## src/sv/fwk_pkg.sv

```systemverilog
`default_nettype none

package fwk_pkg;

	localparam int ROW_W = 11;
	localparam int COL_W = 12;
	localparam int VAL_W = 15;

	typedef logic [ROW_W-1:0] row_t;
	typedef logic [COL_W-1:0] col_t;
	typedef logic [VAL_W-1:0] val_t;
	typedef logic [VAL_W:0]   wide_t;

	localparam val_t MOD_RESET = val_t'(30103);
	localparam val_t MOD_MIN   = val_t'(2);

	localparam logic KIND_UPDATE = 1'b0;
	localparam logic KIND_QUERY  = 1'b1;

endpackage

`default_nettype wire

```

## src/sv/fwk_mod.sv

```systemverilog
`default_nettype none

module fwk_mod (
	input  wire             clk,
	input  wire             arst_n,
	input  wire             start,
	input  fwk_pkg::wide_t  x,
	input  fwk_pkg::val_t   m,
	output logic            done,
	output fwk_pkg::val_t   rem
);
	import fwk_pkg::*;

	localparam int STEPS = VAL_W + 1;
	localparam int CNT_W = $clog2(STEPS);

	logic             run_q;
	logic             done_q;
	logic [CNT_W-1:0] cnt_q;
	wide_t            x_q;
	val_t             rem_q;
	wide_t            trial;

	assign trial = {rem_q, x_q[VAL_W]};

	always_ff @(posedge clk or negedge arst_n) begin
		if (!arst_n) begin
			run_q  <= 1'b0;
			done_q <= 1'b0;
			cnt_q  <= '0;
		end else begin
			done_q <= 1'b0;
			if (start) begin
				run_q <= 1'b1;
				cnt_q <= '0;
			end else if (run_q) begin
				cnt_q <= cnt_q + 1'b1;
				if (cnt_q == CNT_W'(STEPS - 1)) begin
					run_q  <= 1'b0;
					done_q <= 1'b1;
				end
			end
		end
	end

	always_ff @(posedge clk) begin
		if (start) begin
			x_q   <= x;
			rem_q <= '0;
		end else if (run_q) begin
			x_q   <= x_q << 1;
			rem_q <= (trial >= {1'b0, m}) ? val_t'(trial - {1'b0, m}) : val_t'(trial);
		end
	end

	assign done = done_q;
	assign rem  = rem_q;

endmodule

`default_nettype wire

```

## config.mk

```make
export PLATFORM = sky130hd
export DESIGN_NAME = fwk_mod
export DESIGN_NICKNAME = d
export VERILOG_FILES = /design/src/sv/fwk_pkg.sv /design/src/sv/fwk_mod.sv
export SDC_FILE = /design/constraint.sdc
export NUM_CORES = 1
export LEC_CHECK = 0
export ABC_AREA = 1
export BUFFER_PORTS_ARGS = -buffer_cell sky130_fd_sc_hd__buf_2
export CORE_AREA = 2 2 82 84
export CTS_CLUSTER_SIZE = 28
export DETAILED_ROUTE_END_ITERATION = 7
export DIE_AREA = 0 0 84 86
export PLACE_DENSITY = 0.67
export SLEW_MARGIN = 25
export SYNTH_ARGS = -nofsm -noshare
export SYNTH_HDL_FRONTEND = slang
export SYNTH_SLANG_ARGS = --single-unit
```

## constraint.sdc

```tcl
create_clock -name clk -period 2.1 [get_ports clk]
set_clock_uncertainty 0.1 [all_clocks]
set_input_delay 0.525 -clock clk [delete_from_list [all_inputs] [get_ports clk]]
set_output_delay 0.525 -clock clk [all_outputs]
set_load 0.01 [all_outputs]
```

After elaboration in Yosys (flattened, before gate mapping)
Index checks and enable logic that the tools add are counted.

word-level totals
  bits in registers = 37
  input port bits = 34
  logic and storage cells = 21

operators by class
  add/subtract/negate cells = 2
  magnitude comparators = 1
  eq/ne operators = 1
  mux-type cells = 11
  reductions and logical operators = 1

operator list
  cell                 count
  $mux 16              2
  $ge 16x15->1         1
  $mux 15              1
  $sub 15x15->15       1
  $mux 4               2
  $mux 1               6
  $add 4x1->4 const B  1
  $eq 4x4->1 const B   1
  $reduce_bool 2->1    1

Depth between registers and ports, before layout
Gate-level depths: netlist of run 1.

  depth in word-level cells = 4
  gate-level depth with buffers = 14
  mapped depth without buffers = 14

Worst setup path before layout of run 1
Ideal clock, no wire load.

  path type = input port to flip-flop
  start = input port m[0]
  end = register rem_q[14] (netlist: rem[14])
  arrival = 1.942 ns
  setup slack = -0.054 ns
  stages = 13
  path buffers = 1
  cell sequence = ha_1 -> fa_1 -> inv_1 -> nand2_1 -> nand2_1 -> nand3_2 -> nand3_2 -> nand2_4 -> nand2_8 -> buf_12 -> nand3_2 -> nand2_1 -> nand2_1

on the way
  cells in the longest elaborated chain, start to end = 2

ends and longest elaborated chain
  what                                                   line           RTL
  from (decl)                                            fwk_mod.sv:8   input fwk_pkg::val_t m,
  $sub 15x15->15 / $ge 16x15->1 (equally long branches)  fwk_mod.sv:52  rem_q <= (trial >= {1'b0, m}) ? val_t'(trial - {1'b0, m}) : val_t'(trial);
  $mux 15 (*)                                            fwk_mod.sv:52
  to (signal assigned)                                   fwk_mod.sv:52
  to (decl)                                              fwk_mod.sv:21  val_t rem_q;

Mark *: on every way between the ends. The rest lies on a longest branch, timed or not.
A chain may end at the register's enable or synchronous reset.

Final worst setup path of run 1
  start = register x_q[15]
  end = register rem_q[0] (netlist: rem[0])

on the way
  cells in the longest elaborated chain, start to end = 2

ends and longest elaborated chain
  what                                                   line           RTL
  from (decl)                                            fwk_mod.sv:20  wide_t x_q;
  from (signal assigned)                                 fwk_mod.sv:51  x_q <= x_q << 1;
  $sub 15x15->15 / $ge 16x15->1 (equally long branches)  fwk_mod.sv:52
  $mux 15 (*)                                            fwk_mod.sv:52

Marks and branches as above.

==> flow_summary.json, run 1 <==
{
  "start_util_pct": 44.0,
  "routed_wl_um": 6310,
  "yosysTopAreaCellShare_pct": 21.0,
  "slew_violations": 0,
  "worstPathArrival_ns": 2.10,
  "clock-sinks": 37,
  "worstSetupPathType": "reg2reg",
  "core-area_um2": 6280,
  "root_buffer": "clkbuf_8",
  "antennaDiodeCount": 0,
  "dieArea_um2": 7220,
  "placed_area_um2": 3290,
  "final.period_utilization_pct": 96.4,
  "drt_iter0_markers": 127,
  "slew_headroom_pct": 66.8,
  "worstMarginPinSlew_ns": 0.495,
  "layout.cells.non_filler": 560,
  "place_congestion": 0.925,
  "netlist_instances": 400,
  "fin_crit_ns": 2.03,
  "netlist_area_um2": 2760,
  "fmax_mhz": 494,
  "syn_avg_cell_area_um2": 6.90,
  "syn2layout_area_growth_pct": 25.3,
  "drive_gt1_share_pct": 25.7,
  "grt_setup_unrepaired": "yes",
  "final_cell_area_um2": 3460,
  "dp_hpwl_um": 4910,
  "dr_total_vias": 2590,
  "synthDistinctLibCells": 34,
  "yosysTopAreaCell": "nand2_1",
  "cpPeakStageDelay_ns": 0.40,
  "io_buffers": 49,
  "power.density_nw_per_um2": 1250,
  "placementRows": 29,
  "status": "complete, no violations",
  "htreeDepth": 2,
  "utilization_pct": 55.1,
  "drt_first_pass_iters": 4,
  "worst_setup_path_end_kind": "register",
  "wl_per_cell_um": 11.3,
  "viasPerCell": 4.63,
  "overflow": 0,
  "cts-buffers-inserted": 5,
  "insertion_delay_ns": 0.30,
  "tns_ns": 0,
  "die_x_um": 84,
  "remaining_drc_errors": 0,
  "final_common_cell": "nand2_1",
  "ant_nets": 0,
  "peakVddDrop_uv": 894,
  "clockBufferDepth": 2,
  "finalHoldViolCount": 0,
  "leakage_nw": 1.97,
  "die_y_um": 86,
  "cp_cell_sequence": "inv_2, ha_4, fa_2, inv_2, nand2_2, nand2_2, nand3_2, nand3_2, nand2_4, nand2_8, nand2_1, nand3_1, o21ai_0",
  "clkTransAtPathRegs_ns": 0.09,
  "syn-num-nets": 451,
  "setup_violations": 0,
  "yosysWarnings": 0,
  "first_global_vias": 2458,
  "grt_start_max_net_pins": 23,
  "drv_cap": 0,
  "ys_ff_latch": 37,
  "synth-seq-area-share_pct": 33.7,
  "path_max_fanout": 15,
  "required_ns": 2.18,
  "antenna_found_initial": 0,
  "grt_pass1_wl_um": 10600,
  "layout_common_cells": "nand2_1, inv_1, buf_2, nand3_1, buf_4",
  "fin_nets": 533,
  "ios": 50,
  "tritoncts": "done",
  "grt_usage_pct": 18.0,
  "hold_slack_ns": 0.368,
  "place_inst": 550,
  "cp-start-kind": "register",
  "hp-class": "in2reg",
  "synth_area_leaders": "nand2_1, edfxtp_1, dfxtp_1",
  "cp_slowest_cell": "fa_2"
}
-- worst paths after layout --
check | from | end | slack, ns | cells after the start
worst max register to register | x_q[15] | rem[0] | 0.07 | 13
worst max-delay path | x_q[15] | rem[0] | 0.07 | 13
min in group asynchronous | arst_n | cnt_q[1] | 0.47 | 2
worst min-delay path | start | done | 0.37 | 2
max in group asynchronous | arst_n | cnt_q[3] | 1.27 | 2
worst min register to register | cnt_q[3] | cnt_q[3] | 0.37 | 1
-- sequential cells by signal, indices dropped and copies added, names as in the netlist --
| signal | cells |
|---|---|
| cnt_q | 4 |
| done | 1 |
| rem | 15 |
| run_q | 1 |
| x_q | 16 |
-- kinds of logic (layout without fill, tap and decap cells) --
group                    Yosys count  in the layout  synth area share, %
AND/OR/NAND/NOR                  244            244                 40.7
adder cells (fa/ha/maj)           17             17                 7.98
AO/OA/AOI/OAI                     18             18                 3.81
buffers and inverters             78            161                 11.8
XOR/XNOR                           6              6                 1.91
flip-flops                        37             37                 33.7
-- cell usage after synthesis, drive strengths merged --
cell	count
ha	16
o21ai	10
nor2	22
and2	1
nor3	2
inv	69
fa	1
dfxtp	15
nand2	166
clkinv	1
edfxtp	16
dfrtp	6
nand3b	5
xnor2	3
clkbuf	2
xor2	3
nand4	4
nor4	1
buf	6
nand3	43
a21oi	8
-- per-stage QoR --
| step | total power, mW | worst slack (ns) |
|---|---|---|
| 2_1_floorplan | 2.85 | 0.00860 |
| 3_3_place_gp | 3.60 | -0.104 |
| 3_5_place_dp | 3.64 | -0.132 |
| 4_1_cts | 4.30 | 0.0935 |
| 5_1_grt | 4.70 | -0.0238 |
| 6_report | 4.32 | 0.0746 |
-- critical path: cells and delay by family, from the launching register on --
family	cells	cell delay (ns)
buffers and inverters	2	0.14
adders and majority gates	2	0.56
DFF	1	0.37
AOI/OAI and AO/OA	1	0.07
and+or+nand+nor	8	0.65
-- final cells by class --
class | count | area (um^2)
clock inverter | 3 | 46.3
multi-input combinational | 285 | 1530
timing repair buffer | 83 | 523
tap | 77 | 96.3
inverter | 70 | 263
clock buffer | 5 | 68.8
sequential | 37 | 931
fill | 631 | 2820
-- layer usage --
layer	vias up	track usage (%)	part of all wire, %
met4	0	5.57	1.6
met5	-	0	0
met3	9	2.89	2.9
li1	1406	-	-
met1	1131	24.4	49
met2	44	29.7	46
-- where the power goes --
group	switching, mW	total (mW)	internal (mW)
Sequential	0.123	1.04	0.917
Combinational	1.46	2.63	1.17
Clock	0.293	0.649	0.356
Total	1.88	4.32	2.44
-- timing repair --
item	4_1_cts	5_1_grt
resized for setup	0	9
hold buffers	1	0
endpoints found under the hold margin	6	0
endpoints found under the setup margin	0	15
setup buffers	0	1
No activity file was read; power rests on OpenSTA's default activity.
==> run 2, diff against run 1 <==
Settings changed: PLACE_DENSITY 0.67 to unset.
Clock period 2.1 ns to 2.3 ns, I/O delays scaled along.
==> flow_summary.json, run 2 (synthesis gave the netlist of run 1 again) <==
{
  "status": "complete, no violations",
  "ant_nets": 0,
  "insertion_delay_ns": 0.30,
  "seqCellArea_um2": 931,
  "p_sw_share_pct": 44.4,
  "drt_iter0_markers": 86,
  "drt_first_pass_iters": 4,
  "first_global_vias": 2275,
  "layout.cells.non_filler": 548,
  "clock-sinks": 37,
  "clkTransAtPathRegs_ns": 0.09,
  "rr_startpoint": "x_q[15]",
  "multi_input_area_um2": 1510,
  "top_register": "x_q",
  "switchingPower_mw": 1.67,
  "finalHoldViolCount": 0,
  "path_max_fanout": 5,
  "worstHoldStart": "cnt_q[3]",
  "reg2reg_depth": 15,
  "dp_hpwl_um": 5060,
  "largest_register_ff_count": 16,
  "core-area_um2": 6280,
  "grt_usage_pct": 18.6,
  "min_delay_worst_endpoint": "cnt_q[3]",
  "dp_slack_ns": -0.0982,
  "tns_ns": 0,
  "setup_violations": 0,
  "nFillCells": 666,
  "worst_slack_ns": 0.238,
  "wl_per_cell_um": 11.8,
  "place_congestion": 0.889,
  "io_buffers": 49,
  "start_util_pct": 44.0,
  "required_ns": 2.44,
  "hold_slack_ns": 0.378,
  "layout_common_cells": "nand2_1, inv_1, buf_2, nand3_1, buf_4",
  "power.density_nw_per_um2": 1130,
  "drv_cap": 0,
  "peakVddDrop_uv": 505,
  "total_power_mw": 3.76,
  "worstMarginPinSlew_ns": 0.728,
  "cts-buffers-inserted": 5,
  "worstSetupPathType": "reg2reg",
  "antenna_found_initial": 0,
  "dieArea_um2": 7220,
  "place_inst": 539,
  "timing.rr.end": "rem[14]",
  "remaining_drc_errors": 0,
  "routed_wl_um": 6460,
  "dr_total_vias": 2552,
  "power.share.sequential_pct": 25.4,
  "grt_setup_unrepaired": "no",
  "ios": 50,
  "clock_power_share_pct": 15.8,
  "hp-class": "reg2reg",
  "worst_setup_path_end_kind": "register",
  "combinationalPowerShare_pct": 58.8,
  "syn2layout_area_growth_pct": 21.0,
  "root_buffer": "clkbuf_8",
  "fin_crit_ns": 2.06,
  "fin_nets": 521,
  "slew_violations": 0,
  "hold_depth": 1,
  "worstPathArrival_ns": 2.20,
  "overflow": 0,
  "leakage_nw": 1.91,
  "cts_setup_buffers": 0,
  "grt_start_max_net_pins": 23,
  "p_int_mw": 2.09,
  "grt_pass1_wl_um": 10800,
  "drive_gt1_share_pct": 22.5,
  "slew_headroom_pct": 51.4,
  "antennaDiodeCount": 0,
  "final.period_utilization_pct": 89.7,
  "die_y_um": 86,
  "htreeDepth": 2,
  "die_x_um": 84,
  "fmax_mhz": 485,
  "setup.reg_to_reg.worst_slack_ns": 0.24,
  "cp-start-kind": "register",
  "final_common_cell": "nand2_1",
  "tritoncts": "done",
  "clockBufferDepth": 2,
  "viasPerCell": 4.66,
  "placementRows": 29
}
[run 2: cell count changes in the layout (fill, tap and decap cells not counted), moves of 2 or more]
| cell | delta |
|---|---|
| buf_4 | -10 |
| nand2_1 | +3 |
| nand2_2 | -3 |
| buf_6 | -2 |
| inv_1 | +2 |
| inv_2 | -2 |
[run 2: what timing repair did]
action / 4_1_cts / 5_1_grt
endpoints found under the setup margin: 0 / 2
gates resized for setup: 0 / 1
hold endpoints to repair: 6 / 0
hold buffers: 1 / 0
[run 2: routing by layer]
layer  global-route usage [%]  share of wire (%)  vias up
met1                     26.3                 50     1110
met3                     3.18                4.6        2
li1                         -                  -     1381
met5                        0                  0        -
met4                     4.40               0.45        0
met2                     29.9                 45       59
[run 2: critical path, stage by stage (launching register included)]
cell and delay, ns:
edfxtp_1 0.36, inv_1 0.07, ha_1 0.21, fa_2 0.35, inv_1 0.09, nand2_1 0.05
nand2_1 0.09, nand3_2 0.08, nand3_2 0.10, nand2_4 0.08, buf_4 0.16, nand3_1 0.06
nand2_1 0.05, inv_1 0.07, nand2_1 0.05, nand2_1 0.05
[run 2: worst max path at each step]
stage             from  endpoint  slack (ns)  cells after the start
3_5_place_dp      m[0]   rem[14]        -0.1                     15
4_1_cts        x_q[15]   rem[14]        0.18                     15
5_1_grt        x_q[15]   rem[13]        0.02                     15
2_1_floorplan     m[0]   rem[14]         0.1                     13
6_report       x_q[15]   rem[14]        0.24                     15
3_3_place_gp      m[0]   rem[12]       -0.04                     15
[run 2: power by group through the flow]
stage | Clock, mW | Combinational (mW) | Sequential (mW)
final | 0.596 | 2.21 | 0.955
after global routing | 0.643 | 2.51 | 0.981
after CTS | 0.614 | 2.23 | 0.959
after detailed placement | 0 | 2.22 | 0.973
after global placement | 0 | 2.20 | 0.964
after floorplan | 0 | 1.60 | 1.00
[run 2: through the flow]
stage / instance area [um^2] / utilization (%)
after detailed placement: 3210 / 51.1
after CTS: 3330 / 53.1
final: 3340 / 53.2
after global placement: 3210 / 51.1
after global routing: 3340 / 53.2
after floorplan: 2760 / -
[run 2: cell type report]
type                    instances  area share (%)
clock buffers                   5            2.06
clock inverters                 3            1.39
inverters                      70            7.87
multi-input cells             285            45.1
flip-flops and latches         37            27.9
well taps                      77            2.89
repair buffers                 71            12.7
==> run 3, diff against run 2 <==
Settings changed: CORE_AREA 2 2 82 84 to 2 2 114 61, DIE_AREA 0 0 84 86 to 0 0 116 63, PLACE_DENSITY set to 0.65.
Clock period 2.3 ns to 2.6 ns, I/O delays scaled along.
==> flow_summary.json, run 3 (synthesis gave the netlist of run 1 again) <==
{
  "fin_crit_ns": 2.24,
  "routed_wl_um": 6690,
  "hp-class": "in2async",
  "peakVddDrop_uv": 572,
  "status": "complete, no violations",
  "start_util_pct": 43.4,
  "clockBufferDepth": 2,
  "layout_common_cells": "nand2_1, inv_1, buf_2, nand3_1, nor2_1",
  "power.density_nw_per_um2": 1010,
  "worstMarginPinSlew_ns": 0.899,
  "cp_slowest_cell": "fa_1",
  "dieArea_um2": 7310,
  "grt_setup_unrepaired": "no",
  "leakage_nw": 1.83,
  "insertion_delay_ns": 0.28,
  "antennaDiodeCount": 0,
  "layout.cells.non_filler": 545,
  "grt_pass1_wl_um": 11000,
  "timing.critical_path.buf_inv": 3,
  "worstPathArrival_ns": 2.35,
  "clkTransAtPathRegs_ns": 0.06,
  "drt_iter0_markers": 183,
  "drt_first_pass_iters": 5,
  "grt_usage_pct": 19.3,
  "die_x_um": 116,
  "path_max_fanout": 9,
  "setup_violations": 0,
  "ant_nets": 0,
  "grt_start_max_net_pins": 23,
  "slew_headroom_pct": 39.8,
  "top_register": "x_q",
  "cp-start-kind": "input pin",
  "drive_gt1_share_pct": 19.2,
  "overflow": 0,
  "worst_setup_path_end_kind": "register",
  "dr_total_vias": 2579,
  "htreeDepth": 2,
  "syn2layout_area_growth_pct": 17.0,
  "tns_ns": 0,
  "tritoncts": "done",
  "clock-sinks": 37,
  "critical_path.top_delay_family": "adder cells",
  "finalHoldViolCount": 0,
  "dp_hpwl_um": 5340,
  "fin_nets": 503,
  "required_ns": 2.71,
  "die_y_um": 63,
  "cts_setup_buffers": 0,
  "total_power_mw": 3.27,
  "antenna_found_initial": 0,
  "cp_cell_sequence": "buf_2, ha_1, fa_1, inv_1, nand2_1, nand2_1, nand3_2, nand3_2, nand2_4, buf_4, nand3_1, nand3_1, o21ai_1",
  "first_global_vias": 2214,
  "final_common_cell": "nand2_1",
  "place_inst": 537,
  "fmax_mhz": 447,
  "final.period_utilization_pct": 86.1,
  "cts_hold_buf": 0,
  "wl_per_cell_um": 12.3,
  "root_buffer": "clkbuf_16",
  "cts-buffers-inserted": 5,
  "place_congestion": 0.941,
  "worstSetupPathType": "in2reg",
  "io_buffers": 49,
  "multi_input_area_um2": 1500,
  "placed_area_um2": 3090,
  "cts.repair.resized": 0,
  "remaining_drc_errors": 0,
  "largest_register_ff_count": 16,
  "drv_cap": 0,
  "cpPeakStageDelay_ns": 0.40,
  "viasPerCell": 4.73,
  "nFillCells": 648,
  "seqCellArea_um2": 931,
  "core-area_um2": 6360,
  "final_cell_area_um2": 3230,
  "ios": 50,
  "placementRows": 21,
  "slew_violations": 0
}
## run 3: cell count changes in the layout (fill, tap and decap cells not counted), sizes merged
cell         before  now
clkinvlp          1    0
clkinv            2    3
buf              70   53
bufinv            1    0
clkbuf            5    6
dlygate4sd3       1    0
## run 3: per-layer routing
layer  GRT usage, %  share of wire [%]  vias to the layer above
li1               -                  -                     1348
met1           32.2                 55                     1155
met4           2.68               0.36                        0
met5              0                  0                        -
met2           24.9                 38                       72
met3           4.17                6.4                        4
## run 3: worst paths after layout
kind / start / to / cells after the start / slack, ns
min in group clk: cnt_q[3] / cnt_q[3] / 1 / 0.36
setup reg to reg: x_q[15] / rem[3] / 13 / 0.48
hold / removal: arst_n / done / 1 / 0.08
max in group asynchronous: arst_n / cnt_q[3] / 1 / 2.17
setup / recovery: m[0] / rem[3] / 13 / 0.36
hold reg to reg: cnt_q[3] / cnt_q[3] / 1 / 0.36
## run 3: stage by stage
step | hold WS [ns] | util (%) | setup WS (ns)
after floorplan | 0.254 | - | 0.321
after global placement | 0.352 | 48.5 | 0.131
after detailed placement | 0.354 | 48.6 | 0.0699
after CTS | 0.0849 | 50.7 | 0.355
after global routing | 0.0877 | 50.7 | 0.195
final | 0.0825 | 50.7 | 0.362
## run 3: area by class of cell
type | instances | share of cell area (%)
timing repair buffer | 53 | 8.53
tap | 92 | 3.57
inverter | 70 | 8.14
clock inverter | 2 | 0.310
clock buffer | 6 | 3.99
sequential | 37 | 28.8
multi-input combinational | 285 | 46.6
## run 3: report_power, final
part / internal, mW / switching [mW]
sequential: 0.742 / 0.114
clock: 0.352 / 0.236
combinational: 0.683 / 1.14
total: 1.78 / 1.49
