## src/sv/fwk_pkg.sv

```systemverilog
`default_nettype none

package fwk_pkg;

	localparam int ROW_W = 11;
	localparam int COL_W = 12;
	localparam int VAL_W = 15;

	typedef logic [ROW_W-1:0] row_t;
	typedef logic [COL_W-1:0] col_t;
	typedef logic [VAL_W-1:0] val_t;
	typedef logic [VAL_W:0]   wide_t;

	localparam val_t MOD_RESET = val_t'(30103);
	localparam val_t MOD_MIN   = val_t'(2);

	localparam logic KIND_UPDATE = 1'b0;
	localparam logic KIND_QUERY  = 1'b1;

endpackage

`default_nettype wire

```

## src/sv/fwk_ctrl.sv

```systemverilog
`default_nettype none

module fwk_ctrl #(
	parameter int ROWS  = 1024,
	parameter int COLS  = 2048,
	parameter int DEPTH = 2097152,
	parameter int AW    = 21
) (
	input  wire             clk,
	input  wire             arst_n,
	input  wire             start,
	output logic            busy,
	input  wire             kind,
	input  fwk_pkg::row_t   row,
	input  fwk_pkg::col_t   col,
	input  fwk_pkg::val_t   value,
	output logic            done,
	output fwk_pkg::val_t   sum,
	input  fwk_pkg::val_t   m,
	output logic            rd_en,
	output logic [AW-1:0]   rd_addr,
	input  fwk_pkg::val_t   rd_data,
	output logic            wr_en,
	output logic [AW-1:0]   wr_addr,
	output fwk_pkg::val_t   wr_data,
	output logic            mod_start,
	output fwk_pkg::wide_t  mod_x,
	input  wire             mod_done,
	input  fwk_pkg::val_t   mod_rem
);
	import fwk_pkg::*;

	localparam int RA  = $clog2(ROWS) + 2;
	localparam int CA  = $clog2(COLS) + 2;
	localparam int RIW = (RA > ROW_W) ? RA : ROW_W;
	localparam int CIW = (CA > COL_W) ? CA : COL_W;
	localparam logic [RIW-1:0] ROW_MAX = RIW'(ROWS);
	localparam logic [CIW-1:0] COL_MAX = CIW'(COLS);

	localparam logic [2:0] S_CLR  = 3'd0;
	localparam logic [2:0] S_IDLE = 3'd1;
	localparam logic [2:0] S_VRED = 3'd2;
	localparam logic [2:0] S_ROW  = 3'd3;
	localparam logic [2:0] S_RD   = 3'd4;
	localparam logic [2:0] S_ACC  = 3'd5;
	localparam logic [2:0] S_MOD  = 3'd6;

	logic [2:0]     state_q;
	logic [AW-1:0]  clr_q;
	logic           upd_q;
	logic [RIW-1:0] r_q;
	logic [CIW-1:0] c_q;
	logic [CIW-1:0] c0_q;
	val_t           addend_q;
	logic [AW-1:0]  row_base_q;
	logic [AW-1:0]  addr_q;
	logic           done_q;
	val_t           sum_q;

	logic [RIW-1:0] row_x, r0, lb_r, r_nx;
	logic [CIW-1:0] col_x, c0, lb_c, c_nx;
	logic           r_end, c_end;
	logic           accept, is_upd, no_area, bad_upd;
	wide_t          acc16;
	logic           fast;
	val_t           fast_res, res;
	logic           node_fin;

	always_comb begin
		row_x   = RIW'(row);
		col_x   = CIW'(col);
		r0      = (row_x > ROW_MAX) ? ROW_MAX : row_x;
		c0      = (col_x > COL_MAX) ? COL_MAX : col_x;
		accept  = (state_q == S_IDLE) && start;
		is_upd  = (kind == KIND_UPDATE);
		no_area = (row_x == '0) || (col_x == '0);
		bad_upd = no_area || (row_x > ROW_MAX) || (col_x > COL_MAX);

		lb_r  = r_q & (~r_q + 1'b1);
		lb_c  = c_q & (~c_q + 1'b1);
		r_nx  = upd_q ? (r_q + lb_r) : (r_q - lb_r);
		c_nx  = upd_q ? (c_q + lb_c) : (c_q - lb_c);
		r_end = upd_q ? (r_nx > ROW_MAX) : (r_nx == '0);
		c_end = upd_q ? (c_nx > COL_MAX) : (c_nx == '0);

		acc16    = {1'b0, rd_data} + {1'b0, addend_q};
		fast     = acc16 < {m, 1'b0};
		fast_res = (acc16 < {1'b0, m}) ? val_t'(acc16) : val_t'(acc16 - {1'b0, m});
		node_fin = ((state_q == S_ACC) && fast) || ((state_q == S_MOD) && mod_done);
		res      = (state_q == S_MOD) ? mod_rem : fast_res;

		rd_en   = (state_q == S_RD);
		rd_addr = row_base_q + AW'(c_q - 1'b1);
		wr_en   = (state_q == S_CLR) || (node_fin && upd_q);
		wr_addr = (state_q == S_CLR) ? clr_q : addr_q;
		wr_data = (state_q == S_CLR) ? val_t'(0) : res;

		mod_start = (accept && is_upd && !bad_upd) || ((state_q == S_ACC) && !fast);
		mod_x     = (state_q == S_IDLE) ? {1'b0, value} : acc16;
	end

	always_ff @(posedge clk or negedge arst_n) begin
		if (!arst_n) begin
			state_q <= S_CLR;
			clr_q   <= '0;
			done_q  <= 1'b0;
		end else begin
			done_q <= 1'b0;
			unique case (state_q) inside
				S_CLR: begin
					clr_q <= clr_q + 1'b1;
					if (clr_q == AW'(DEPTH - 1))
						state_q <= S_IDLE;
				end
				S_IDLE: begin
					if (accept) begin
						if (no_area && !is_upd)
							done_q <= 1'b1;
						else if (is_upd && !bad_upd)
							state_q <= S_VRED;
						else if (!is_upd)
							state_q <= S_ROW;
					end
				end
				S_VRED: begin
					if (mod_done)
						state_q <= S_ROW;
				end
				S_ROW: state_q <= S_RD;
				S_RD:  state_q <= S_ACC;
				S_ACC, S_MOD: begin
					if (state_q == S_ACC && !fast)
						state_q <= S_MOD;
					else if (node_fin) begin
						if (!c_end)
							state_q <= S_RD;
						else if (!r_end)
							state_q <= S_ROW;
						else begin
							state_q <= S_IDLE;
							done_q  <= !upd_q;
						end
					end
				end
				default: state_q <= S_IDLE;
			endcase
		end
	end

	always_ff @(posedge clk) begin
		if (accept) begin
			upd_q    <= is_upd;
			r_q      <= is_upd ? row_x : r0;
			c0_q     <= is_upd ? col_x : c0;
			addend_q <= '0;
			sum_q    <= '0;
		end
		if (state_q == S_VRED && mod_done)
			addend_q <= mod_rem;
		if (state_q == S_ROW) begin
			row_base_q <= AW'((r_q - 1'b1) * COLS);
			c_q        <= c0_q;
		end
		if (state_q == S_RD)
			addr_q <= rd_addr;
		if (node_fin) begin
			if (!upd_q) begin
				addend_q <= res;
				sum_q    <= res;
			end
			if (!c_end)
				c_q <= c_nx;
			else if (!r_end)
				r_q <= r_nx;
		end
	end

	assign busy = (state_q != S_IDLE);
	assign done = done_q;
	assign sum  = sum_q;

endmodule

`default_nettype wire

```

## config.mk

```make
export PLATFORM = sky130hd
export DESIGN_NAME = fwk_ctrl
export DESIGN_NICKNAME = d
export VERILOG_FILES = /design/src/sv/fwk_pkg.sv /design/src/sv/fwk_ctrl.sv
export SDC_FILE = /design/constraint.sdc
export NUM_CORES = 1
export LEC_CHECK = 0
export BUFFER_PORTS_ARGS = -buffer_cell sky130_fd_sc_hd__buf_2
export CORE_MARGIN = 3
export CORE_UTILIZATION = 25
export CTS_BUF_LIST = sky130_fd_sc_hd__clkbuf_4 sky130_fd_sc_hd__clkbuf_8
export CTS_CLUSTER_DIAMETER = 150
export DETAILED_ROUTE_END_ITERATION = 12
export SYNTH_ARGS = -nofsm -noshare
export SYNTH_HDL_FRONTEND = slang
export SYNTH_SLANG_ARGS = --single-unit
```

## constraint.sdc

```tcl
create_clock -name clk -period 11.1 [get_ports clk]
set_input_delay 1.11 -clock clk [delete_from_list [all_inputs] [get_ports clk]]
set_output_delay 1.11 -clock clk [all_outputs]
set_load 0.1 [all_outputs]
```

; After elaboration in Yosys (flattened, before gate mapping)
; Index checks and enable logic that the tools add are counted.
[op_classes]
n_reduce_logical = 26
eq_ne = 14
bitwise_logic = 5
n_addsub = 12
magnitude_cmp = 6
n_mux = 45
[op_table]
columns = operator, count
row1 = 2-to-1 mux 15 bit, 10
row2 = 2-to-1 mux 12 bit, 7
row3 = 2-to-1 mux 13 bit, 4
row4 = 2-to-1 mux 3 bit, 9
row5 = zero test 12 bit, 2
row6 = 2-to-1 mux 11 bit, 2
row7 = adder 21 x 1 -> 21 bit (second input constant), 1
row8 = adder 21 bit, 1
row9 = == test 21 bit (second input constant), 1
row10 = 2-to-1 mux 21 bit, 1
row11 = one-hot mux 3 bit (6 select lines), 1
row12 = adder 15 x 15 -> 16 bit, 1
row13 = < comparator 16 x 15 -> 1 bit, 1
row14 = < comparator 16 bit, 1
row15 = 2-to-1 mux 16 bit, 1
row16 = subtractor 15 bit, 1
row17 = subtractor 13 x 1 -> 14 bit (second input constant), 1
row18 = adder 13 x 1 -> 13 bit (second input constant), 1
row19 = adder 13 bit, 1
row20 = bitwise AND 13 bit, 1
row21 = > comparator 13 x 12 -> 1 bit (second input constant), 1
row22 = zero test 13 bit, 1
row23 = NOT 13 bit, 1
row24 = subtractor 13 bit, 1
row25 = 28 further kinds, 56
[totals]
in_bits = 88
elab_cells = 120
regBits = 125
out_inout_bits = 93

; Depth between registers and ports, before layout
; Gate-level depths: netlist of run 1.
[logic_depth]
ltp_word = 12
mapped_depth = 21
depth_no_buf = 19

; Least setup slack after synthesis of run 1
; OpenSTA, ideal clock, no wires.
[synth_path]
path_kind = input to output
from = input rd_data[0]
to = output wr_data[14]
path_buffers = 2
path_slack_ps = 2951
stages = 19
required_time_ps = 9990
arrival_ps = 7039
cell_sequence = ha_1 > fa_1 > a21o_1 > a21oi_1 > o21ai_0 > a21oi_1 > o211ai_1 > xor2_1 > ha_1 > clkbuf_1 > and4_1 > a21oi_1 > o21ai_0 > a21oi_1 > o21ai_0 > nor4_2 > buf_2 > mux2i_1 > a211oi_1
[synth_between]
elab_chain_len = 5
word_cells_on_any_way = 6
classes_between = add/sub: 2 / order compare: 1 / mux: 3
[synth_rtl]
columns = element, line_no
row1 = start: declaration, fwk_ctrl.sv:22  ; input fwk_pkg::val_t rd_data,
row2 = adder 15 x 15 -> 16 bit (*), fwk_ctrl.sv:86  ; acc16 = {1'b0, rd_data} + {1'b0, addend_q};
row3 = subtractor 15 bit or < comparator 16 x 15 -> 1 bit (tied branches), fwk_ctrl.sv:88  ; fast_res = (acc16 < {1'b0, m}) ? val_t'(acc16) : val_t'(acc16 - {1'b0, m});
row4 = 2-to-1 mux 15 bit (*), fwk_ctrl.sv:88
row5 = 2-to-1 mux 15 bit (*), fwk_ctrl.sv:90  ; res = (state_q == S_MOD) ? mod_rem : fast_res;
row6 = 2-to-1 mux 15 bit (*), fwk_ctrl.sv:96  ; wr_data = (state_q == S_CLR) ? val_t'(0) : res;
row7 = end: declaration, fwk_ctrl.sv:25  ; output fwk_pkg::val_t wr_data,
; Every way passes the cells marked *; elsewhere a longest branch is shown, timed or not.

; Worst setup path in the final report of run 1
[layout_path]
from = input rd_data[0]
to = output wr_data[0]
; Same word-level chain as after synthesis.

==> run metrics, run 1 <==
Avg Vias per Cell 4.875; Synth Area in Compound Gates 18.50%; Final min period 7.782 ns; FF/Latch Area 3048 um2; DIE HEIGHT 208.6 um; Worst EP arrival 6.67 ns; worst hold slack 0.4673 ns; final worst-path cycle share 70.11%; Yosys reg bits 124; HP Class register to register; top-count cell post-synth nand2_1; num rows 73; Die X 208.6 um; CP max FO 12; crit path capture type primary output; Post-Synthesis Cells 1191; Final Hold Fails 0; H-tree lvl count 4; pin count of the biggest net entering global routing 41; initial antenna violation count 3; final setup skew 0.03148 ns; Async SR Flop Fraction 20.16%; Slew HR 19.08%; most frequent cells after synthesis 137 x nand2_1, 112 x nor2_1, 81 x ha_1; GRT Resource Usage Total 14.56%; PortBufs 180; initial drt markers 761; hold_sp sum[7]; status finished clean; Nets 1528; largest family of logic cells by synthesized area simple AND/OR/NAND/NOR gates; Synth Warn # 0; Worst-path clk slew 0.08 ns; crit path max-delay cell type buf_2; Crit Path Category input port to primary output; DRT antenna net count 0; # fillers 4291; Seq/Total Area, Yosys 29.69%; area of the core 40190 um2; Placed Cells 1860; clock tree from TritonCTS yes; unrepaired setup endpoints after global routing false; Worst path max stage delay 0.48 ns; largest cells by area after synthesis edfxtp_1 13%, dfxtp_1 11%, ha_1 9.9%, xnor2_1 6.1%, dfrtp_1 6.1%; synth-to-layout area growth 18.00%; fmax 128.5 MHz; CP most frequent cell a21oi_1; Synth top area share 12.87%; largest area contributor in the netlist edfxtp_1; Synth Flop Type dfxtp_1; Sink Count 124; HPWL after detailed placement 25660 um; Setup-failing EPs final 0; critical-path cell list buf_2, ha_1, fa_1, a21o_1, a21oi_1, o21ai_0, a21oi_1, o211ai_1, xor2_1, ha_1, and4_1, a21oi_1, o21ai_0, a21oi_1, o21ai_0, nor4_4, buf_4, mux2_2, a211oi_1, buf_2; worst-skew pair later-pin latency 0.48 ns; CP startpoint kind input port; setup TNS 0 ns; fraction of layout cells with a size suffix above 1 20.48%; actual slew at the worst max-slew pin 1.211 ns; post-synthesis mux area share 7.227%; Yosys cell types 86; Max Root-Sink Buffers 2; multi-input logic area 6818 um2; vias post-DR 9228; DR pass1 iterations 7; worst endpoint required time 9.99 ns; RR Startpoint c_q[0]; CP startpoint rd_data[0]; number of synthesized flops with an enable pin 44; Routed WL 32190 um; Synth Area in Simple Gates 20.45%; # DRC 0; GRT overflow 0; max_cap viols 0; Root Buffer clkbuf_8; vias in the first global route 8952; Die ar. 43530 um2; I/O Pins 181; Adder-Cell Fraction of Synth Area 10.85%; Initial Utilization 25.54%; Num CTS Buffers 17; first-pass GRT wire length 50680 um; hold-fix buffers at CTS 0; fin cells 1893; post-synth net total 1365; Slew Viols, Final 0; drt wl/cell 17.01 um; Setup Buffers After CTS 0; Mapped Area 10270 um2; Avg Inst Size Synth 8.620 um2; Post-CTS Resized 0; XOR/XNOR Fraction of Synth Area 9.116%; RePlAce Congestion 0.8831
[logic make-up (layout without fill, tap and decap cells)]
family / count (synthesis) / count (layout)
AO/OA/AOI/OAI: 281 / 281
XOR/XNOR: 106 / 106
adder cells (fa/ha/maj): 86 / 86
buffers and inverters: 102 / 278
flip-flops: 124 / 124
multiplexers: 68 / 68
other: 0 / 1
AND/OR/NAND/NOR: 424 / 424
[final timing paths]
| check | endpoint | slack (ns) | depth (start not counted) |
|---|---|---|---|
| setup / recovery | wr_data[0] | 3.32 | 20 |
| max in group asynchronous | state_q[1] | 10.01 | 1 |
| hold / removal | sum[7] | 0.47 | 2 |
| hold reg to reg | sum[7] | 0.47 | 2 |
| min in group asynchronous | clr_q[3] | 0.65 | 1 |
| setup reg to reg | r_q[5] | 5.24 | 17 |
[cells in the final DEF (no fill, tap or decap), types with 7 or more instances in the layout]
cell type,Yosys,final
and2_1,25,25
o21ai_0,40,40
edfxtp_1,44,44
nand4_1,15,15
nor2_1,112,112
mux2_2,29,29
nor4_1,7,7
o21a_1,13,13
and3_1,11,11
a31oi_1,11,11
buf_4,2,11
a21o_1,29,29
ha_1,81,81
xnor2_1,72,72
dfrtp_1,25,25
dfxtp_1,55,55
a21oi_1,76,75
a221oi_1,9,9
o21bai_1,10,10
nand3b_1,10,10
a22oi_1,7,7
nor3_1,22,20
inv_1,53,53
nand2_1,137,137
nand3_1,28,28
nand2b_1,11,11
nor2b_1,13,13
inv_6,0,7
buf_2,5,180
a211oi_1,32,31
mux2i_1,34,34
xor2_1,33,33
o211ai_1,12,12
clkbuf_8,0,17
[stage by stage]
step	worst slack, ns	instance area (um2)	util [%]
6_report	3.318	12110	30.14
5_1_grt	2.817	12110	30.14
4_1_cts	3.405	12110	30.14
3_5_place_dp	3.417	11710	29.14
3_3_place_gp	3.512	11710	29.14
2_1_floorplan	2.951	10270	-
[cell type report]
class | instances | area share (%)
flip-flops and latches | 124 | 25.16
well taps | 525 | 5.422
clock inverters | 14 | 1.301
multi-input cells | 965 | 56.28
inverters | 55 | 1.704
repair buffers | 191 | 8.118
clock buffers | 18 | 1.993
diodes | 1 | 0.02066
[critical path: cells and delay by family]
family | cells | cell delay (ns)
AO/OA/AOI/OAI | 10 | 2.19
XOR/XNOR | 1 | 0.35
multiplexers | 1 | 0.38
AND/OR/NAND/NOR | 2 | 0.69
buffers and inverters | 3 | 0.94
adder cells (fa/ha/maj) | 3 | 1.03
[flip-flops by register name, summed over array words and instances, names as in the netlist]
signal	cells
addend_q	15
done	1
sum	15
c0_q	12
state_q	3
clr_q	21
c_q	13
addr_q	21
upd_q	1
r_q	12
row_base_q	10
[metal layers]
| layer | global-route usage (%) | wire length [um] |
|---|---|---|
| met1 | 20.66 | 15790 |
| met2 | 22.24 | 14190 |
| met3 | 2.402 | 1298 |
| met4 | 5.473 | 893 |
| met5 | 0 | 21 |
Power of run 1 is left out: the tool's default activity adds up to more than one toggle a clock period on the data nets, which glitch-free logic cannot reach.
==> run 2, diff against run 1 <==
--- a/config.mk
+++ b/config.mk
@@ -5,6 +5,7 @@
 export SDC_FILE = /design/constraint.sdc
 export NUM_CORES = 1
 export LEC_CHECK = 0
+export ABC_AREA = 1
 export BUFFER_PORTS_ARGS = -buffer_cell sky130_fd_sc_hd__buf_2
 export CORE_MARGIN = 3
 export CORE_UTILIZATION = 25
==> constraint.sdc (replaced) <==
create_clock -name clk -period 7.05 [get_ports clk]
set_input_delay 0.705 -clock clk [delete_from_list [all_inputs] [get_ports clk]]
set_output_delay 0.705 -clock clk [all_outputs]
set_load 0.1 [all_outputs]
==> run metrics, run 2 <==
drt wl/cell 15.82 um (-7.0%); Mapped Area 10350 um2 (+0.82%); Synth top area share 14.25% (+1.4 points); HPWL after detailed placement 28330 um (+10%); most frequent cells after synthesis 393 x nand2_1, 192 x inv_1, 131 x nand3_1; Post-Synthesis Cells 1483 (+25%); RePlAce Congestion 1.040 (+18%); Worst-path clk slew 0.09 ns (about the same); I/O Pins 181 (unchanged); # DRC 0 (unchanged); Slew HR 24.57% (+5.5 points); area of the core 40280 um2 (+0.23%); Setup Buffers After CTS 0 (unchanged); clock tree from TritonCTS yes; num rows 73 (unchanged); GRT overflow 0 (unchanged); CP most frequent cell nand2_1; Setup-failing EPs final 0 (unchanged); Worst path max stage delay 0.44 ns (-0.04 ns); post-synth net total 1657 (+21%); Nets 1824 (+19%); final worst-path cycle share 85.66%; final setup skew 0.02739 ns (-0.004090 ns); Worst EP arrival 5.33 ns (-1.34 ns); R2R Setup Slk 1.81 ns (-3.43 ns); status finished clean; crit path max-delay cell type buf_2; Max Root-Sink Buffers 2 (unchanged); post-synthesis mux area share 0.1934% (-7.0 points); pin count of the biggest net entering global routing 42 (+2.4%); largest family of logic cells by synthesized area simple AND/OR/NAND/NOR gates; unrepaired setup endpoints after global routing false; worst endpoint required time 6.34 ns (-3.65 ns); RR Startpoint addend_q[2]; top-count cell post-synth nand2_1; first-pass GRT wire length 53410 um (+5.4%); Root Buffer clkbuf_8; Avg Vias per Cell 4.716 (-3.2%); largest cells by area after synthesis nand2_1 14%, edfxtp_1 13%, dfxtp_1 11%, ha_1 9.8%, inv_1 7.0%; Final Hold Fails 0 (unchanged); Num CTS Buffers 17 (unchanged); Async SR Flop Fraction 20.16% (unchanged); Yosys reg bits 124 (unchanged); Post-CTS Resized 0 (unchanged); Routed WL 34750 um (+7.9%); Synth Area in Compound Gates 10.93% (-7.6 points); Die X 209.5 um (+0.40%); Yosys cell types 50 (-42%); largest area contributor in the netlist nand2_1; Die ar. 43880 um2 (+0.79%); DR pass1 iterations 5 (-2); synth-to-layout area growth 17.78%; HP Class input port to asynchronous set/reset pin; number of synthesized flops with an enable pin 44 (unchanged); XOR/XNOR Fraction of Synth Area 8.547% (-0.57 points); Bufs and invs on worst path 5 (+2); Synth Area in Simple Gates 31.19% (+11 points); initial antenna violation count 11 (+8); Synth Warn # 0 (unchanged); Initial Utilization 25.70% (+0.15 points); crit path capture type primary output; vias post-DR 10362 (+12%); PortBufs 180 (unchanged); Seq/Total Area, Yosys 29.45% (-0.24 points); DRT antenna net count 0 (unchanged); DIE HEIGHT 209.5 um (+0.40%); Final min period 6.039 ns; setup TNS 0 ns (unchanged); GRT Resource Usage Total 15.39% (+0.82 points); capturing point of the worst reg2reg path addend_q[14]; Sink Count 124 (unchanged); Adder-Cell Fraction of Synth Area 10.76% (-0.088 points); cell family with most CP delay compound AO/OA/AOI/OAI gates; hold-fix buffers at CTS 0 (unchanged); Synth Flop Type dfxtp_1; Largest regs addr_q x21, clr_q x21; actual slew at the worst max-slew pin 1.130 ns (-0.08073 ns); worst-skew pair later-pin latency 0.47 ns (about the same); most common library cell in the layout ignoring fill and taps nand2_1; max_cap viols 0 (unchanged); fmax 165.6 MHz; vias in the first global route 9927 (+11%); Crit Path Category input port to primary output; Slew Viols, Final 0 (unchanged); critical-path cell list buf_2, ha_1, fa_1, nand3_1, nand2_1, nand2_1, nand2_1, a21boi_0, o21ai_0, xor2_1, inv_1, ha_1, nand2_1, inv_1, a221oi_1, nand2_1, a21oi_4, nand2_2, nand2_1, nand3_1, o21ai_1, inv_1, nor2_1, buf_2; CP startpoint kind input port; fraction of layout cells with a size suffix above 1 16.30% (-4.2 points); Worst Reg2Reg Path Length in Cells 23 (+6); Avg Inst Size Synth 6.979 um2 (-19%); initial drt markers 761 (unchanged); highest-count cells in the layout ignoring fill and taps 393 x nand2_1, 192 x inv_1, 180 x buf_2; H-tree lvl count 4 (unchanged); CP max FO 16 (+4)
run 2: final cells by class:
type | instances | area [um2]
fillers | 4386 | 28090
multi-input cells | 1121 | 6387
flip-flops and latches | 124 | 3048
repair buffers | 187 | 953.4
inverters | 199 | 747.0
well taps | 525 | 656.9
clock buffers | 18 | 241.5
clock inverters | 14 | 133.9
diodes | 9 | 22.52
run 2: routing by layer:
metal  global-route usage, %  part of all wire [%]  vias up
met5                       0                 0.075        -
met4                   7.991                   5.1        6
met3                   4.260                   7.1      101
met2                   24.66                    45      338
met1                   18.86                    43     4737
li1                        -                     -     5180
run 2: worst max-delay path by stage:
stage	depth (start not counted)	to	from
after floorplan	19	wr_en	rd_data[0]
after global placement	24	wr_data[11]	rd_data[0]
after detailed placement	24	wr_data[3]	rd_data[0]
after CTS	24	wr_data[3]	rd_data[0]
after global routing	23	wr_data[0]	addend_q[0]
final	24	wr_data[3]	rd_data[0]
run 2: metrics by stage:
| stage | instance area, um2 | cells | setup WS [ns] | hold WS (ns) | util [%] |
|---|---|---|---|---|---|
| 5_1_grt | 12180 | 2192 | 0.5341 | 0.2738 | 30.23 |
| 3_5_place_dp | 11790 | 2156 | 1.082 | 0.4606 | 29.28 |
| 2_1_floorplan | 10350 | 1483 | 1.034 | 0.4094 | - |
| 6_report | 12190 | 2197 | 1.011 | 0.2690 | 30.26 |
| 3_3_place_gp | 11790 | 2156 | 1.280 | 0.4589 | 29.28 |
| 4_1_cts | 12170 | 2188 | 1.090 | 0.2508 | 30.21 |
run 2: cells by family (layout without fill, tap and decap cells):
family | count (synthesis) | count (layout)
compound gates | 209 | 209
buf+inv | 238 | 418
other cells | 0 | 9
simple gates | 723 | 723
xor+xnor | 101 | 101
flops | 124 | 124
mux | 2 | 2
fa+ha+maj | 86 | 86
run 2: worst reg2reg max path, cell delays in order, from the launching register on:
cell and delay (ns):
dfxtp_1 0.35, ha_1 0.34, a21oi_1 0.16, nand2_1 0.13, a21oi_1 0.33, o21ai_1 0.17, a21boi_0 0.27, xor2_1 0.34
inv_1 0.11, ha_1 0.30, a21oi_1 0.07, o31ai_1 0.28, a21oi_1 0.15, nand2_1 0.12, inv_1 0.05, nand2_1 0.06
o21ai_2 0.05, buf_4 0.23, inv_1 0.11, nor2_1 0.06, buf_4 0.25, inv_1 0.71, o21ai_0 0.29, o21ai_0 0.20
Power of run 2 is left out for the same reason.
==> run 3, diff against run 2 <==
==> constraint.sdc (replaced) <==
create_clock -name clk -period 5.9 [get_ports clk]
set_input_delay 0.59 -clock clk [delete_from_list [all_inputs] [get_ports clk]]
set_output_delay 0.59 -clock clk [all_outputs]
set_load 0.1 [all_outputs]
==> run metrics, run 3 (synthesized netlist as in run 2, its figures left out) <==
critical path depth in cells 21 (-13%); Post-DP Area 11880 um2 (+0.70%); Slew Viols, Final 0 (unchanged); Crit Path Category register to primary output; HP Class input port to asynchronous set/reset pin; setup TNS 0 ns (unchanged); Setup Buffers After CTS 0 (unchanged); Core Util, Final 30.59% (+0.33 points); RePlAce Congestion 0.9617 (-7.5%); GRT Resource Usage Total 15.23% (-0.15 points); Worst-path clk slew 0.10 ns (about the same); HPWL after detailed placement 28250 um (-0.28%); unrepaired setup endpoints after global routing false; H-tree lvl count 4 (unchanged); area of the core 40280 um2 (unchanged); initial drt markers 591 (-22%); met3 Use GR 2.257% (-2.0 points); final setup skew 0.02731 ns (-0.00007860 ns); Worst EP arrival 4.99 ns (-0.34 ns); GR Layer Usage met1 19.81% (+0.95 points); GRT overflow 0 (unchanged); max_cap viols 0 (unchanged); crit path capture type primary output; CP max FO 15 (-1); num rows 73 (unchanged); Slew HR 27.71% (+3.1 points); vias in the first global route 9893 (-0.34%); # DRC 0 (unchanged); Initial Utilization 25.70% (unchanged); FF/Latch Area 3048 um2 (unchanged); # fillers 4333 (-1.2%); Sink Count 124 (unchanged); Final Hold Fails 0 (unchanged); R2R Setup Slk 1.48 ns (-0.33 ns); Worst Reg2Reg Path Length in Cells 24 (+4.3%); final worst-path cycle share 94.65%; status finished clean; fmax 179.1 MHz; DIE HEIGHT 209.5 um (unchanged); Bufs and invs on worst path 3 (-2); Largest regs addr_q x21, clr_q x21; actual slew at the worst max-slew pin 1.083 ns (-0.04702 ns); Nets 1833 (+0.49%); clock tree from TritonCTS yes; Setup-failing EPs final 0 (unchanged); first-pass GRT wire length 53300 um (-0.22%); RR Startpoint addend_q[0]; capturing point of the worst reg2reg path addend_q[14]; met2 usage in global routing 25.11% (+0.45 points); worst endpoint required time 5.31 ns (-1.03 ns); Avg Vias per Cell 4.660 (-1.2%); synth-to-layout area growth 19.06%; CP startpoint addend_q[0]; pin count of the biggest net entering global routing 41 (-2.4%); cell family with most CP delay compound AO/OA/AOI/OAI gates; initial antenna violation count 8 (-3); CP startpoint kind register; Die ar. 43880 um2 (unchanged); highest-count cells in the layout ignoring fill and taps 393 x nand2_1, 192 x inv_1, 170 x buf_2; Worst path max stage delay 0.46 ns (+0.02 ns); most common library cell in the layout ignoring fill and taps nand2_1; vias post-DR 10266 (-0.93%); drt wl/cell 15.64 um (-1.1%); design area 12320 um2 (+1.1%); Final min period 5.584 ns; Die X 209.5 um (unchanged); gr busiest metal met2; fraction of layout cells with a size suffix above 1 16.87% (+0.57 points); crit path max-delay cell type buf_2; Num CTS Buffers 17 (unchanged); I/O Pins 181 (unchanged); DR pass1 iterations 5 (unchanged); DRT antenna net count 0 (unchanged); Root Buffer clkbuf_8; Routed WL 34450 um (-0.87%); crit path to wr_data[9]; PortBufs 180 (unchanged); Max Root-Sink Buffers 2 (unchanged); multi-input logic area 6395 um2 (+0.12%); critical-path cell list ha_1, fa_1, nand3_1, nand2_1, nand2_1, nand2_1, a21boi_1, o21ai_0, xor2_1, inv_1, ha_1, nand2_1, inv_1, a221oi_1, nand2_1, a21oi_4, nand2_2, nand2_1, nand3_1, a21oi_1, buf_2; worst-skew pair later-pin latency 0.47 ns (about the same); CP most frequent cell nand2_1
[run 3: repair_timing]
item                       4_1_cts  5_1_grt
resized for setup                0       14
hold buffers                     0        0
setup endpoints to repair        0       14
[run 3: layout make-up]
cell class,instances,area share [%]
tap,525,5.330
inverter,199,6.062
antenna,6,0.1218
sequential,124,24.73
multi-input combinational,1121,51.89
timing repair buffer,196,8.590
clock inverter,14,1.310
clock buffer,18,1.960
[run 3: stage by stage]
step / setup WS (ns) / instances / hold WS [ns]
CTS: 0.1280 / 2197 / 0.1504
finish: 0.3155 / 2203 / 0.1531
global placement: 0.5121 / 2165 / 0.4576
detailed placement: 0.2665 / 2165 / 0.4633
global route: 0.0001572 / 2201 / 0.1814
floorplan: 0.1135 / 1483 / 0.2944
[run 3: layer usage]
layer,wire length (um),part of all wire (%)
met4,1184,3.4
met3,1774,5.2
met2,16030,47
met1,15450,45
met5,7,0.020
[run 3: worst min-delay path by stage]
| stage | end | slack (ns) | cells past startpoint |
|---|---|---|---|
| after global routing | clr_q[1] | 0.18 | 1 |
| after floorplan | clr_q[0] | 0.29 | 0 |
| after detailed placement | sum[14] | 0.46 | 2 |
| after global placement | sum[13] | 0.46 | 2 |
| after CTS | clr_q[1] | 0.15 | 1 |
| final | clr_q[1] | 0.15 | 1 |
Power of run 3 is left out for the same reason.
